<file path="src/design/datecv_pkg.sv">
// Shared types, constants and the month length function for the calendar date unit.
`timescale 1ns / 1ps
package datecv_pkg;

  localparam int SECONDS_BITS = 34;
  localparam int NANO_W       = 30;
  localparam int YEAR_W       = 12;
  localparam int MONTH_W      = 4;
  localparam int DAY_W        = 5;
  localparam int HOUR_W       = 5;
  localparam int MINUTE_W     = 6;
  localparam int SECOND_W     = 6;

  localparam int IN_W        = SECONDS_BITS + NANO_W;
  localparam int IN_TDATA_W  = ((IN_W + 7) / 8) * 8;
  localparam int OUT_W       = YEAR_W + MONTH_W + DAY_W + HOUR_W + MINUTE_W + SECOND_W + NANO_W;
  localparam int OUT_TDATA_W = ((OUT_W + 7) / 8) * 8;
  localparam int OUT_PAD_W   = OUT_TDATA_W - OUT_W;

  localparam int SPAN_W = 25;

  localparam logic [SPAN_W-1:0] SPAN_MINUTE = SPAN_W'(60);
  localparam logic [SPAN_W-1:0] SPAN_HOUR   = SPAN_W'(3600);
  localparam logic [SPAN_W-1:0] SPAN_DAY    = SPAN_W'(86400);
  localparam logic [SPAN_W-1:0] SPAN_28D    = SPAN_W'(28 * 86400);
  localparam logic [SPAN_W-1:0] SPAN_29D    = SPAN_W'(29 * 86400);
  localparam logic [SPAN_W-1:0] SPAN_30D    = SPAN_W'(30 * 86400);
  localparam logic [SPAN_W-1:0] SPAN_31D    = SPAN_W'(31 * 86400);
  localparam logic [SPAN_W-1:0] SPAN_COMMON = SPAN_W'(365 * 86400);
  localparam logic [SPAN_W-1:0] SPAN_LEAP   = SPAN_W'(366 * 86400);

  localparam logic [YEAR_W-1:0] EPOCH_YEAR = YEAR_W'(1970);
  localparam logic [1:0]        EPOCH_MOD4   = 2'd2;
  localparam logic [6:0]        EPOCH_MOD100 = 7'd70;
  localparam logic [8:0]        EPOCH_MOD400 = 9'd370;
  localparam logic [6:0]        MOD100_LAST  = 7'd99;
  localparam logic [8:0]        MOD400_LAST  = 9'd399;

  localparam logic [MONTH_W-1:0] MONTH_DEC = MONTH_W'(11);
  localparam logic [MONTH_W-1:0] MONTH_FEB = MONTH_W'(1);
  localparam logic [MONTH_W-1:0] MONTH_APR = MONTH_W'(3);
  localparam logic [MONTH_W-1:0] MONTH_JUN = MONTH_W'(5);
  localparam logic [MONTH_W-1:0] MONTH_SEP = MONTH_W'(8);
  localparam logic [MONTH_W-1:0] MONTH_NOV = MONTH_W'(10);

  typedef struct packed {
    logic load;
    logic step;
  } sub_ctrl_t;

  typedef struct packed {
    logic init;
    logic advance;
  } leap_ctrl_t;

  typedef struct packed {
    logic [OUT_PAD_W-1:0] pad;
    logic [NANO_W-1:0]    nanoseconds_out;
    logic [SECOND_W-1:0]  second_of_minute;
    logic [MINUTE_W-1:0]  minute;
    logic [HOUR_W-1:0]    hour;
    logic [DAY_W-1:0]     day_of_month;
    logic [MONTH_W-1:0]   month;
    logic [YEAR_W-1:0]    year;
  } out_item_t;

  // Length in seconds of month m (0 is January).
  function automatic logic [SPAN_W-1:0] month_span(input logic leap,
                                                   input logic [MONTH_W-1:0] m);
    logic [SPAN_W-1:0] span;
    span = SPAN_31D;
    if (m == MONTH_FEB) begin
      span = leap ? SPAN_29D : SPAN_28D;
    end else if (m == MONTH_APR || m == MONTH_JUN || m == MONTH_SEP || m == MONTH_NOV) begin
      span = SPAN_30D;
    end
    return span;
  endfunction

endpackage

</file>
<file path="src/design/datecv_sub.sv">
// Shared compare-and-subtract unit holding the remaining seconds.
`timescale 1ns / 1ps
module datecv_sub (
  input  logic                                clk,
  input  datecv_pkg::sub_ctrl_t               ctrl,
  input  logic [datecv_pkg::SECONDS_BITS-1:0] load_value,
  input  logic [datecv_pkg::SPAN_W-1:0]       span,
  output logic                                ge,
  output logic [datecv_pkg::SECONDS_BITS-1:0] rem
);

  logic [datecv_pkg::SECONDS_BITS-1:0] span_ext;

  assign span_ext = datecv_pkg::SECONDS_BITS'(span);
  assign ge       = (rem >= span_ext);

  always_ff @(posedge clk) begin
    if (ctrl.load) begin
      rem <= load_value;
    end else if (ctrl.step) begin
      rem <= rem - span_ext;
    end
  end

endmodule

</file>
<file path="src/design/datecv_leap.sv">
// Leap year tracker: year residues mod 4, 100 and 400 advanced with the year count.
`timescale 1ns / 1ps
module datecv_leap (
  input  logic                   clk,
  input  datecv_pkg::leap_ctrl_t ctrl,
  output logic                   leap
);

  logic [1:0] mod4;
  logic [6:0] mod100;
  logic [8:0] mod400;

  assign leap = ((mod4 == 2'd0) && (mod100 != 7'd0)) || (mod400 == 9'd0);

  always_ff @(posedge clk) begin
    if (ctrl.init) begin
      mod4   <= datecv_pkg::EPOCH_MOD4;
      mod100 <= datecv_pkg::EPOCH_MOD100;
      mod400 <= datecv_pkg::EPOCH_MOD400;
    end else if (ctrl.advance) begin
      mod4   <= mod4 + 2'd1;
      mod100 <= (mod100 == datecv_pkg::MOD100_LAST) ? 7'd0 : mod100 + 7'd1;
      mod400 <= (mod400 == datecv_pkg::MOD400_LAST) ? 9'd0 : mod400 + 9'd1;
    end
  end

endmodule

</file>
<file path="src/design/epoch_seconds_to_calendar_date_unit.sv">
// Top level: sequencer that converts epoch seconds to a UTC calendar date and time.
//
// Input stream (s_*): one transfer carries epoch_seconds and nanoseconds_in.
// Output stream (m_*): one transfer per input carries year, month, day_of_month,
// hour, minute, second_of_minute and nanoseconds_out.
// Sequence: the one compare-and-subtract unit takes off each whole year in turn
// (544 at most with 34-bit seconds), then up to 11 month steps, 30 day steps,
// 23 hour steps and 59 minute steps; each of those five phases ends with one
// compare that does not subtract, and ST_DONE then writes the result into the
// output register.
// Throughput: one item at a time; s_tready is high only while the sequencer is
// idle, which it is again in the cycle after the hand-over.
// The result sits in an output register, so a new item is taken while an old
// result still waits. When the receiver stalls and the next result is finished,
// the sequencer holds it until the register frees.
// Reset (rst, synchronous) returns the sequencer to idle and drops m_tvalid.
`timescale 1ns / 1ps
module epoch_seconds_to_calendar_date_unit (
  input  logic                               clk,
  input  logic                               rst,
  input  logic                               s_tvalid,
  output logic                               s_tready,
  // epoch_seconds, nanoseconds_in (from bit 0 up)
  input  logic [datecv_pkg::IN_TDATA_W-1:0]  s_tdata,
  output logic                               m_tvalid,
  input  logic                               m_tready,
  // year, month, day_of_month, hour, minute, second_of_minute, nanoseconds_out
  output logic [datecv_pkg::OUT_TDATA_W-1:0] m_tdata
);

  localparam logic [2:0] ST_IDLE  = 3'd0;
  localparam logic [2:0] ST_YEAR  = 3'd1;
  localparam logic [2:0] ST_MONTH = 3'd2;
  localparam logic [2:0] ST_DAY   = 3'd3;
  localparam logic [2:0] ST_HOUR  = 3'd4;
  localparam logic [2:0] ST_MIN   = 3'd5;
  localparam logic [2:0] ST_DONE  = 3'd6;

  logic [2:0] state;
  logic [2:0] state_next;

  logic [datecv_pkg::YEAR_W-1:0]   year;
  logic [datecv_pkg::MONTH_W-1:0]  month;
  logic [datecv_pkg::DAY_W-1:0]    day;
  logic [datecv_pkg::HOUR_W-1:0]   hour;
  logic [datecv_pkg::MINUTE_W-1:0] minute;
  logic [datecv_pkg::NANO_W-1:0]   nanos;

  logic                                accept;
  logic                                out_free;
  logic                                ge;
  logic                                leap;
  logic [datecv_pkg::SPAN_W-1:0]       span;
  logic [datecv_pkg::SECONDS_BITS-1:0] rem;
  datecv_pkg::sub_ctrl_t               sub_ctrl;
  datecv_pkg::leap_ctrl_t              leap_ctrl;
  datecv_pkg::out_item_t               out_item;

  assign s_tready = (state == ST_IDLE);
  assign accept   = s_tvalid && s_tready;
  assign out_free = !m_tvalid || m_tready;

  always_comb begin
    case (state)
      ST_YEAR:  span = leap ? datecv_pkg::SPAN_LEAP : datecv_pkg::SPAN_COMMON;
      ST_MONTH: span = datecv_pkg::month_span(leap, month);
      ST_DAY:   span = datecv_pkg::SPAN_DAY;
      ST_HOUR:  span = datecv_pkg::SPAN_HOUR;
      default:  span = datecv_pkg::SPAN_MINUTE;
    endcase
  end

  always_comb begin
    state_next        = state;
    sub_ctrl.load     = accept;
    sub_ctrl.step     = 1'b0;
    leap_ctrl.init    = accept;
    leap_ctrl.advance = 1'b0;
    case (state)
      ST_IDLE: begin
        if (accept) begin
          state_next = ST_YEAR;
        end
      end
      ST_YEAR: begin
        sub_ctrl.step     = ge;
        leap_ctrl.advance = ge;
        if (!ge) begin
          state_next = ST_MONTH;
        end
      end
      ST_MONTH: begin
        // December takes whatever is left
        sub_ctrl.step = ge && (month != datecv_pkg::MONTH_DEC);
        if (!sub_ctrl.step) begin
          state_next = ST_DAY;
        end
      end
      ST_DAY: begin
        sub_ctrl.step = ge;
        if (!ge) begin
          state_next = ST_HOUR;
        end
      end
      ST_HOUR: begin
        sub_ctrl.step = ge;
        if (!ge) begin
          state_next = ST_MIN;
        end
      end
      ST_MIN: begin
        sub_ctrl.step = ge;
        if (!ge) begin
          state_next = ST_DONE;
        end
      end
      ST_DONE: begin
        if (out_free) begin
          state_next = ST_IDLE;
        end
      end
      default: begin
        state_next = ST_IDLE;
      end
    endcase
  end

  always_ff @(posedge clk) begin
    if (rst) begin
      state <= ST_IDLE;
    end else begin
      state <= state_next;
    end
  end

  // Field counters: loaded on accept, bumped on each subtraction of their phase
  always_ff @(posedge clk) begin
    if (accept) begin
      year   <= datecv_pkg::EPOCH_YEAR;
      month  <= '0;
      day    <= '0;
      hour   <= '0;
      minute <= '0;
      nanos  <= s_tdata[datecv_pkg::IN_W-1:datecv_pkg::SECONDS_BITS];
    end else if (sub_ctrl.step) begin
      case (state)
        ST_YEAR:  year   <= year + datecv_pkg::YEAR_W'(1);
        ST_MONTH: month  <= month + datecv_pkg::MONTH_W'(1);
        ST_DAY:   day    <= day + datecv_pkg::DAY_W'(1);
        ST_HOUR:  hour   <= hour + datecv_pkg::HOUR_W'(1);
        ST_MIN:   minute <= minute + datecv_pkg::MINUTE_W'(1);
        default:  year   <= year;
      endcase
    end
  end

  always_ff @(posedge clk) begin
    if (rst) begin
      m_tvalid <= 1'b0;
    end else if (state == ST_DONE && out_free) begin
      m_tvalid <= 1'b1;
    end else if (m_tready) begin
      m_tvalid <= 1'b0;
    end
  end

  always_comb begin
    out_item                  = '0;
    out_item.year             = year;
    out_item.month            = month + datecv_pkg::MONTH_W'(1);
    out_item.day_of_month     = day + datecv_pkg::DAY_W'(1);
    out_item.hour             = hour;
    out_item.minute           = minute;
    out_item.second_of_minute = rem[datecv_pkg::SECOND_W-1:0];
    out_item.nanoseconds_out  = nanos;
  end

  always_ff @(posedge clk) begin
    if (state == ST_DONE && out_free) begin
      m_tdata <= out_item;
    end
  end

  datecv_sub u_sub (
    .clk        (clk),
    .ctrl       (sub_ctrl),
    .load_value (s_tdata[datecv_pkg::SECONDS_BITS-1:0]),
    .span       (span),
    .ge         (ge),
    .rem        (rem)
  );

  datecv_leap u_leap (
    .clk  (clk),
    .ctrl (leap_ctrl),
    .leap (leap)
  );

endmodule

</file>
<file path="config.mk">
export PLATFORM = sky130hd
export DESIGN_NAME = epoch_seconds_to_calendar_date_unit
export DESIGN_NICKNAME = d
export VERILOG_FILES = /design/src/design/datecv_pkg.sv /design/src/design/datecv_sub.sv /design/src/design/datecv_leap.sv /design/src/design/epoch_seconds_to_calendar_date_unit.sv
export SDC_FILE = /design/constraint.sdc
export NUM_CORES = 1
export LEC_CHECK = 0
export BUFFER_PORTS_ARGS = -buffer_cell sky130_fd_sc_hd__buf_4
export CAP_MARGIN = 20
export CORE_MARGIN = 1
export CORE_UTILIZATION = 40
export CTS_CLUSTER_DIAMETER = 120
export DETAILED_ROUTE_END_ITERATION = 8
export PLACE_DENSITY_LB_ADDON = 0.2
export SLEW_MARGIN = 5
export SYNTH_ARGS = -nofsm -noshare
export SYNTH_HDL_FRONTEND = slang
export SYNTH_HIERARCHICAL = 1
export SYNTH_SLANG_ARGS = --single-unit
</file>
<file path="constraint.sdc">
create_clock -name clk -period 4.35 [get_ports clk]
set_input_delay 0.435 -clock clk [delete_from_list [all_inputs] [get_ports clk]]
set_output_delay 0.435 -clock clk [all_outputs]
set_load 0.02 [all_outputs]
</file>
After elaboration in Yosys (flattened, before gate mapping)
Cells that the tools add are included.
- equality and inequality tests: 21
- add/subtract/negate cells: 9
- reductions and logical operators: 23
- $lt $le $gt $ge: 1
- muxes and demuxes: 21
- operators with widths (operator ; number):
    $pmux W25 S4 ; 1
    $mux W34 ; 2
    $mux W20 ; 2
    $mux W18 ; 2
    $ge A34 B25 Y1 ; 1
    $sub A34 B25 Y34 ; 1
    $mux W3 ; 7
    $pmux W3 S7 ; 1
    $add A12 B1 Y12 const B ; 1
    $ne A2 B2 Y1 const B ; 6
    $add A5 B1 Y5 const B ; 2
    $reduce_and A2 Y1 ; 5
    $add A9 B1 Y9 const B ; 1
    $eq A3 B3 Y1 const B ; 3
    $eq A9 B9 Y1 const B ; 1
    $logic_not A9 Y1 ; 1
    $mux W9 ; 1
    $eq A4 B4 Y1 const B ; 2
    $add A7 B1 Y7 const B ; 1
    $eq A7 B7 Y1 const B ; 1
    $mux W7 ; 1
    $reduce_and A7 Y1 ; 1
    $reduce_bool A7 Y1 ; 1
    $add A6 B1 Y6 const B ; 1
    18 further kinds ; 29
- logic and storage cells: 88
- input bits: 68
- flip-flop bits (word level): 186
- output and inout port bits: 74

Longest topological paths before layout
Gate-level depths: netlist of the first run.
- depth after elaboration: 12
- depth in mapped cells: 24
- gate-level depth less buffers: 21

By module
Netlist of the first run, hierarchy kept.
- by module, submodules not included (module ; cells an instance ; instances ; area an instance (um2)):
    epoch_seconds_to_calendar_date_unit ; 349 ; 1 ; 4956.0
    datecv_sub ; 394 ; 1 ; 3215.6
    datecv_leap ; 106 ; 1 ; 948.4

Worst setup path before layout of the first run
No wires, ideal clock.
- path type: reg2reg
- start: register u_leap.mod100[2]
- end: register u_leap.mod400[4]
- slack: 139 ps
- buffers on the path: 2
- data required time: 4230 ps
- period minus slack after synthesis: 4211 ps
- stages on the path, launching flop included: 23
- data arrival time: 4091 ps
- path through: dfxtp_1 nor3_2 nand3_1 a21o_1 inv_1 o21ai_0 a21o_1 a31oi_1 inv_1 ha_1 a21oi_1 nand2_1 o21ai_0 a211oi_1 o21ai_1 nand3b_1 nand4bb_1 buf_2 inv_2 buf_6 nand4_1 a311oi_1 a211o_1
- RTL lines (element ; RTL line ; RTL):
    start: declaration ; datecv_leap.sv:10 ; logic [6:0] mod100;
    start signal: assignment ; datecv_leap.sv:18 ; mod100 <= datecv_pkg::EPOCH_MOD100;
    start signal: assignment ; datecv_leap.sv:22 ; mod100 <= (mod100 == datecv_pkg::MOD100_LAST) ? 7'd0 : mod100 + 7'd1;
    end signal: assignment ; datecv_leap.sv:19 ; mod400 <= datecv_pkg::EPOCH_MOD400;
    end signal: assignment ; datecv_leap.sv:23 ; mod400 <= (mod400 == datecv_pkg::MOD400_LAST) ? 9'd0 : mod400 + 9'd1;
    end: declaration ; datecv_leap.sv:11 ; logic [8:0] mod400;

Worst setup path after layout of the first run
- start: register u_leap.mod400[1]
- end: register year[10] (netlist name)
- word-level cells in the longest chain between the ends: 9
- elaborated cells between the ends (all ways): 10
- classes of those cells: 1 x order compare; 5 x mux; 4 x reduce/logical
- RTL lines (element ; RTL line ; RTL):
    $logic_not A9 Y1 * ; datecv_leap.sv:13 ; assign leap = ((mod4 == 2'd0) && (mod100 != 7'd0)) || (mod400 == 9'd0);
    $logic_or A1 B1 Y1 * ; datecv_leap.sv:13 ;
    net leap ; epoch_seconds_to_calendar_date_unit.sv:52 ; logic leap;
    $mux W18 ; datecv_pkg.sv:73 ; span = leap ? SPAN_29D : SPAN_28D;
    $mux W20 ; datecv_pkg.sv:72 ; if (m == MONTH_FEB) begin
    $pmux W25 S4 * ; epoch_seconds_to_calendar_date_unit.sv:64 ; case (state)
    net span, one bit ; epoch_seconds_to_calendar_date_unit.sv:53 ; logic [datecv_pkg::SPAN_W-1:0] span;
    $ge A34 B25 Y1 * ; datecv_sub.sv:15 ; assign ge = (rem >= span_ext);
    net ge ; epoch_seconds_to_calendar_date_unit.sv:51 ; logic ge;
    $logic_and A1 B1 Y1 ; epoch_seconds_to_calendar_date_unit.sv:94 ; sub_ctrl.step = ge && (month != datecv_pkg::MONTH_DEC);
    $pmux W1 S2 * ; epoch_seconds_to_calendar_date_unit.sv:79 ; case (state)
    $reduce_and A2 Y1 (no source line) * ; -- ;
    end signal: assignment ; epoch_seconds_to_calendar_date_unit.sv:139 ; year <= datecv_pkg::EPOCH_YEAR;
    end signal: assignment ; epoch_seconds_to_calendar_date_unit.sv:147 ; ST_YEAR: year <= year + datecv_pkg::YEAR_W'(1);
    end signal: assignment ; epoch_seconds_to_calendar_date_unit.sv:152 ; default: year <= year;
    end: declaration ; epoch_seconds_to_calendar_date_unit.sv:42 ; logic [datecv_pkg::YEAR_W-1:0] year;
Mark *: on every way through the listed nets, which the timed path passes. The rest lies on a longest branch.
A chain may end at the register's enable or synchronous reset.

==> impl_metrics.yaml, run 1 <==
layout:
  drive_gt1_share_pct: 24.20
  multi_input_area_um2: 3784
  stdcell_count: 1305
  utilization_pct: 51.18
  area_growth_pct: 23.98
  ff_latch_area_um2: 5045
  nNetsFinal: 1119
  diodes: 0
  fillCellCount: 1987
sta:
  slew_headroom_pct: 61.96
  fmax_mhz: 244.0
  finClkSkew_ps: 8.753
  finalSetupTns_ps: 0
  setup_viol: 0
  final_max_slew_viol_count: 0
  fin_crit_sh_pct: 94.22
  period_needed_ps: 4098
  final_hold_viol_count: 0
  setup_slack_ps: 251.6
  rsz0062_at_grt: "false"
  worst_pin_slew_ps: 570.6
setup_path:
  rrSetupSlack_ps: 250
  worstSetupPathDepth: 23
  path_buf_inv: 6
  crit_path_start_kind: "flop"
  cp_common_cell: "inv_1"
  crit_chain: "inv_1 > ha_1 > and3_1 > a21o_1 > inv_1 > o21ai_1 > a21o_1 > a31oi_2 > inv_1 > ha_4 > nand2_1 > a21oi_1 > o21ai_2 > a211oi_2 > o21ai_1 > nand3b_1 > nand4bb_4 > clkinv_4 > clkbuf_4 > buf_4 > nand2_1 > or3_1 > nand3_1"
  startpoint: "u_leap/mod400[1]"
  ff2ff_path_depth: 23
  worstPathMaxFanout: 6
  cp.required_ps: 4720
  endpoint: "year[10]"
  max_stage_delay_ps: 370
  cpMaxStageDelayCell: "dfxtp_1"
  end_kind: "flop"
  r2r_start: "u_leap/mod400[1]"
  arrival_ps: 4470
  r2r_end: "year[10]"
  path_class: "reg2reg"
  crit_family: "compound AO/OA/AOI/OAI gates"
logic_synthesis:
  synth_top_family_by_area: "simple AND/OR/NAND/NOR gates"
  synth-xor-area-share_pct: 4.898
  avgSynthCellArea_um2: 10.74
  synth_flop_cell: "edfxtp_1"
  synth_compound_area_share_pct: 12.83
  postSynth.asyncResetShare_pct: 0
  synth_seq_cells: 186
  seq_area_frac_synth_pct: 55.32
  synth.cell_area_um2: 9120
  synth_fa_ha_area_share_pct: 5.433
  yosys.area_share.simple_pct: 15.91
  synth_edf_count: 132
  yosysWarnings: 6
  netlist-cell-type-count: 77
  synth_mux_area_share_pct: 1.235
  syn_inst: 849
cts:
  cts.clk_slew.worst_paths_ps: 70
  insertion_delay_ps: 430
  clkSinkCount: 186
  ctsHoldBuffers: 0
  root_buffer: "clkbuf_16"
  htreeDepth: 4
  cts_inserted_buffers: 17
  clockBufferDepth: 2
  cts_tree: "yes"
placed_design:
  port_buffers: 137
  dpl_worst_slack_ps: -37.32
  dpl.hpwl_um: 14260
  place_congestion: 0.8436
  dp_cells: 1263
floorplanning:
  start_util_pct: 41.28
  fp.dieW_um: 153.0
  io_pins: 142
  dieArea_um2: 23410
  rows: 54
  dieHeight_um: 153.0
  core_um2: 22090
global_route:
  grt_use_total_pct: 16.96
  gr-total-overflow: 0
  grt_pass1_vias: 6204
  grt_max_degree: 59
  antenna_found_initial: 0
  grt_pass1_wl_um: 31700
outcome:
  status: "finished, final reports clean"
route:
  vias: 6733
  dr.pass1.iters: 5
  remaining_drc_errors: 0
  drtAntennaViolNets: 0
  wl_per_cell_um: 15.42
  routed_wl_um: 20120
  drt_iter0_markers: 423
  viasPerCell: 5.159
pwr:
  ir_worst_vdd_mv: 0.2482
  leakage_nw: 4.393
  pwr_density_cell_nw_per_um2: 467.6
  fin_total_pwr_w: 0.005287
job:
  drv_cap: 0
worst_hold_path:
  hp-class: "in2reg"
-- worst min path at each step --
stage / start / end / slack (ps) / depth (start not counted)
after floorplan: nanos[0] / m_tdata[38] / 400 / 0
after global placement: nanos[16] / m_tdata[54] / 400 / 0
after detailed placement: nanos[0] / m_tdata[38] / 400 / 0
after CTS: s_tdata[52] / nanos[18] / 160 / 1
after global routing: s_tdata[34] / nanos[0] / 160 / 1
final: s_tdata[57] / nanos[23] / 170 / 1
-- where the power goes --
part / internal [W] / switching [W]
combinational: 0.000641 / 0.000907
sequential: 0.00210 / 0.0000966
clock: 0.000773 / 0.000768
total: 0.00352 / 0.00177
-- final cells by class --
cell class | count | area share (%)
tap | 280 | 3.098
timing repair buffer | 176 | 11.83
clock inverter | 14 | 1.361
multi-input combinational | 578 | 33.46
clock buffer | 18 | 3.796
sequential | 186 | 44.62
inverter | 52 | 1.793
timing repair inverter | 1 | 0.04426
-- repair_timing --
item	in CTS	in global routing
setup endpoints to repair	3	83
setup buffers	0	9
pin swaps	0	4
cloned	0	1
gates resized for setup	1	20
-- logic make-up (layout without fill, tap and decap cells) --
group	after synthesis	count (layout)
simple gates	288	288
flops	186	186
compound gates	180	180
buf+inv	93	261
xor+xnor	51	51
fa+ha+maj	39	39
mux	11	11
other cells	1	9
-- synthesized netlist by cell type, drive strengths merged (3+ instances only) --
master  instances  share of area, %
a21oi          48               2.7
or4             3              0.30
o211ai          7              0.58
a31oi           6              0.41
nor2b          12              0.82
nand4          21               1.6
clkbuf         25               1.0
or3            14               1.1
and2            5              0.34
edfxtp        132                43
a21o            5              0.41
nand2b         10              0.69
a311oi          4              0.38
o21ai          54               3.0
or2             3              0.21
mux2i           9              0.99
nand2          94               3.9
nand3b          3              0.25
nor4            7              0.48
o22ai           3              0.21
and4            3              0.29
o21a            6              0.49
a211o           4              0.40
o221a           3              0.37
ha             38               5.2
nor2           56               2.3
buf            16               1.1
inv            52               2.2
xnor2          25               2.4
nor3           19               1.1
a211oi          4              0.33
a41o            3              0.33
xor2           26               2.5
o31ai           4              0.33
and3            5              0.34
o221ai          4              0.38
dfxtp          54                12
nand3          26               1.4
o21bai          4              0.33
a22oi           4              0.33
-- placed cells by master (no fill, tap or decap), drive strengths merged, types with 21 or more instances in the layout --
| master | n |
|---|---|
| a21oi | 48 |
| inv | 60 |
| buf | 175 |
| dfxtp | 54 |
| nand4 | 21 |
| xor2 | 26 |
| ha | 38 |
| nor2 | 56 |
| o21ai | 54 |
| edfxtp | 132 |
| nand2 | 94 |
| nand3 | 26 |
| xnor2 | 25 |
-- per-layer routing --
| metal | vias to the layer above | part of all wire [%] | track usage (%) |
|---|---|---|---|
| li1 | 3400 | - | - |
| met1 | 3145 | 50 | 24.30 |
| met2 | 172 | 45 | 26.28 |
| met3 | 16 | 4.2 | 3.062 |
| met4 | 0 | 1.1 | 4.714 |
| met5 | - | 0 | 0 |
-- state kept, by name, summed over array words and instances, names as in the netlist, 6 cells and up --
signal         cells
m_tdata           68
u_sub/rem         34
nanos             30
year              12
u_leap/mod400      9
u_leap/mod100      7
minute             6
-- through the flow --
stage                     area [um2]  hold slack, ps
final                          11310           173.8
after global routing           11310           156.6
after CTS                      11160           156.5
after detailed placement       10570           404.5
after global placement         10570           400.7
after floorplan                 9150           400.3
Power figures use the tool's default switching activity.
==> inputs of run 2 (changes only) <==
- ABC_AREA: unset -> 1
- SKIP_LAST_GASP: unset -> 1
- clock period: 4.35 -> 3.5 ns (I/O delays scaled with it)
==> run 2 against run 1 <==
Compared with the run above: synthesized area increased by 6.7%; global-route usage increased by 1.4 points; wire length increased by 14%; count of clock-buffer cells in the layout decreased by 1; largest cell class unchanged.
==> impl_metrics.yaml, run 2 <==
outcome:
  status: "finished, final reports clean"
setup_path:
  cp.required_ps: 3700
  worstSetupPathDepth: 21
  crit_family: "simple AND/OR/NAND/NOR gates"
  cpMaxStageDelayCell: "dfxtp_2"
  rrSetupSlack_ps: 110
  crit_path_start_kind: "flop"
  endpoint: "u_sub/rem[15]"
  arrival_ps: 3600
  startpoint: "month[1]"
  max_stage_delay_ps: 350
  end_kind: "flop"
  path_class: "reg2reg"
  crit_chain: "inv_1 > ha_1 > o21ai_2 > nand3_2 > nor2_2 > nand2_1 > o211ai_1 > inv_1 > ha_4 > nand2_4 > inv_2 > nand2_2 > nand3_2 > nand2_1 > nand2_2 > a21oi_2 > nand4_1 > inv_2 > o21ai_2 > or2_4 > clkbuf_16"
  ff2ff_path_depth: 21
  worstPathMaxFanout: 8
  r2r_end: "u_sub/rem[15]"
  path_buf_inv: 5
  r2r_start: "month[1]"
floorplanning:
  dieArea_um2: 24960
  core_um2: 23680
  io_pins: 142
  fp.dieW_um: 158.0
  start_util_pct: 41.09
  rows: 56
  dieHeight_um: 158.0
route:
  wl_per_cell_um: 13.62
  viasPerCell: 4.696
  routed_wl_um: 23000
  drt_iter0_markers: 485
  vias: 7931
  remaining_drc_errors: 0
  dr.pass1.iters: 6
  drtAntennaViolNets: 0
layout:
  stdcell_count: 1689
  largest_reg_flops: 68
  reg.largest.list: "m_tdata (68), u_sub/rem (34), nanos (30)"
  final_cell_mix: "324 x nand2_1, 189 x buf_4, 164 x inv_1"
  diodes: 0
  nNetsFinal: 1464
  stdcell_area_um2: 12630
  fillCellCount: 2225
  area_growth_pct: 29.75
  layout_commonest_cell: "nand2_1"
  drive_gt1_share_pct: 25.99
  regMostFlops: "m_tdata"
  utilization_pct: 53.32
cts:
  clockBufferDepth: 2
  cts_inserted_buffers: 17
  ctsHoldBuffers: 0
  cts_tree: "yes"
  cts.clk_slew.worst_paths_ps: 80
  insertion_delay_ps: 440
  clkSinkCount: 186
  htreeDepth: 4
  root_buffer: "clkbuf_16"
placed_design:
  port_buffers: 137
  place_congestion: 0.8719
  dp_cells: 1637
  dpl.hpwl_um: 16390
  placed_cell_area_um2: 11440
pwr:
  pwr_density_cell_nw_per_um2: 1077
  fin_total_pwr_w: 0.01360
  leakage_nw: 5.688
  ir_worst_vdd_mv: 0.5715
logic_synthesis:
  yosysWarnings: 6
  yosysTopAreaCell: "edfxtp_1"
  synth_top_area_share_pct: 40.73
  postSynth.asyncResetShare_pct: 0
  synth.cell_area_um2: 9732
  synth_flop_cell: "edfxtp_1"
  synthTopCellsByArea: "edfxtp_1 41%, nand2_1 13%, dfxtp_1 11%"
  syn_inst: 1150
  seq_area_frac_synth_pct: 51.84
  avgSynthCellArea_um2: 8.462
  synth_edf_count: 132
  synth_seq_cells: 186
  synth_common_cells: "343 x nand2_1, 172 x inv_1, 132 x edfxtp_1"
  synth_most_common_cell: "nand2_1"
  netlist-cell-type-count: 43
worst_hold_path:
  hp-class: "in2reg"
global_route:
  antenna_found_initial: 0
  grt_use_total_pct: 18.40
  gr-total-overflow: 0
  grt_pass1_vias: 7193
  grt_max_degree: 66
  grt_pass1_wl_um: 35460
sta:
  rsz0062_at_grt: "true"
  final_hold_viol_count: 0
  finalSetupTns_ps: 0
  fmax_mhz: 294.8
  period_needed_ps: 3392
  worst_pin_slew_ps: 541.2
  setup_viol: 0
  slew_headroom_pct: 63.80
  fin_crit_sh_pct: 96.92
  final_max_slew_viol_count: 0
  finClkSkew_ps: 11.60
job:
  drv_cap: 0
-- run 2: kinds of logic after synthesis --
kind of cell / synth area share [%]
xor gates and xnor gates: 1.620
AOI/OAI and AO/OA: 5.760
other: 0.03853
buffers and inverters: 8.370
adders and majority gates: 5.091
and+or+nand+nor: 27.28
DFF: 51.84
-- run 2: worst min path at each step --
stage / start / endpoint / slack (ps) / cells after the start
finish: rst / m_tvalid / 80 / 2
global route: s_tdata[58] / nanos[24] / 60 / 1
CTS: s_tdata[38] / nanos[4] / 60 / 1
detailed placement: nanos[8] / m_tdata[46] / 400 / 0
global placement: nanos[12] / m_tdata[50] / 400 / 0
floorplan: nanos[0] / m_tdata[38] / 400 / 0
-- run 2: layout make-up --
cell class / count / area (um2) / area share, %
clock buffers: 17 / 425.4 / 3.369
clock inverters: 15 / 216.5 / 1.714
inverters: 178 / 673.1 / 5.331
multi-input cells: 774 / 4233 / 33.52
flip-flops and latches: 186 / 5057 / 40.05
well taps: 319 / 399.1 / 3.161
repair buffers: 200 / 1623 / 12.85
-- run 2: worst register-to-register path, cell delays in order (launching register included) --
cell and delay (ps):
dfxtp_2 350, inv_1 70, ha_1 200, o21ai_2 140, nand3_2 110, nor2_2 140
nand2_1 80, o211ai_1 130, inv_1 120, ha_4 240, nand2_4 90, inv_2 40
nand2_2 60, nand3_2 80, nand2_1 80, nand2_2 60, a21oi_2 160, nand4_1 250
inv_2 150, o21ai_2 70, or2_4 340, clkbuf_16 200
-- run 2: timing repair --
action,4_1_cts,5_1_grt
endpoints found under the setup margin,46,82
resized for setup,8,90
pin swaps,4,25
gates cloned,1,5
buffers inserted,0,15
hold endpoints to repair,0,0
-- run 2: where the power goes --
group | internal (W) | switching [W] | total (W) | leakage (nW)
clock network | 0.00111 | 0.000968 | 0.00208 | 0.311
logic | 0.00306 | 0.00491 | 0.00797 | 3.71
registers | 0.00325 | 0.000300 | 0.00355 | 1.67
-- run 2: layer usage --
metal | GRT usage, % | vias up | wire length [um]
met4 | 4.670 | 0 | 243
met5 | 0 | - | 0
met1 | 24.64 | 3587 | 10890
met3 | 3.175 | 17 | 1189
met2 | 30.73 | 198 | 10680
li1 | - | 4129 | -
-- run 2: per-stage QoR --
stage                     setup slack [ps]  hold slack (ps)
after floorplan                     0.1581            400.3
after global placement               4.019            400.4
after detailed placement            -70.61            404.5
after CTS                            5.933            63.27
after global routing                -96.27            59.51
final                                108.0            81.84
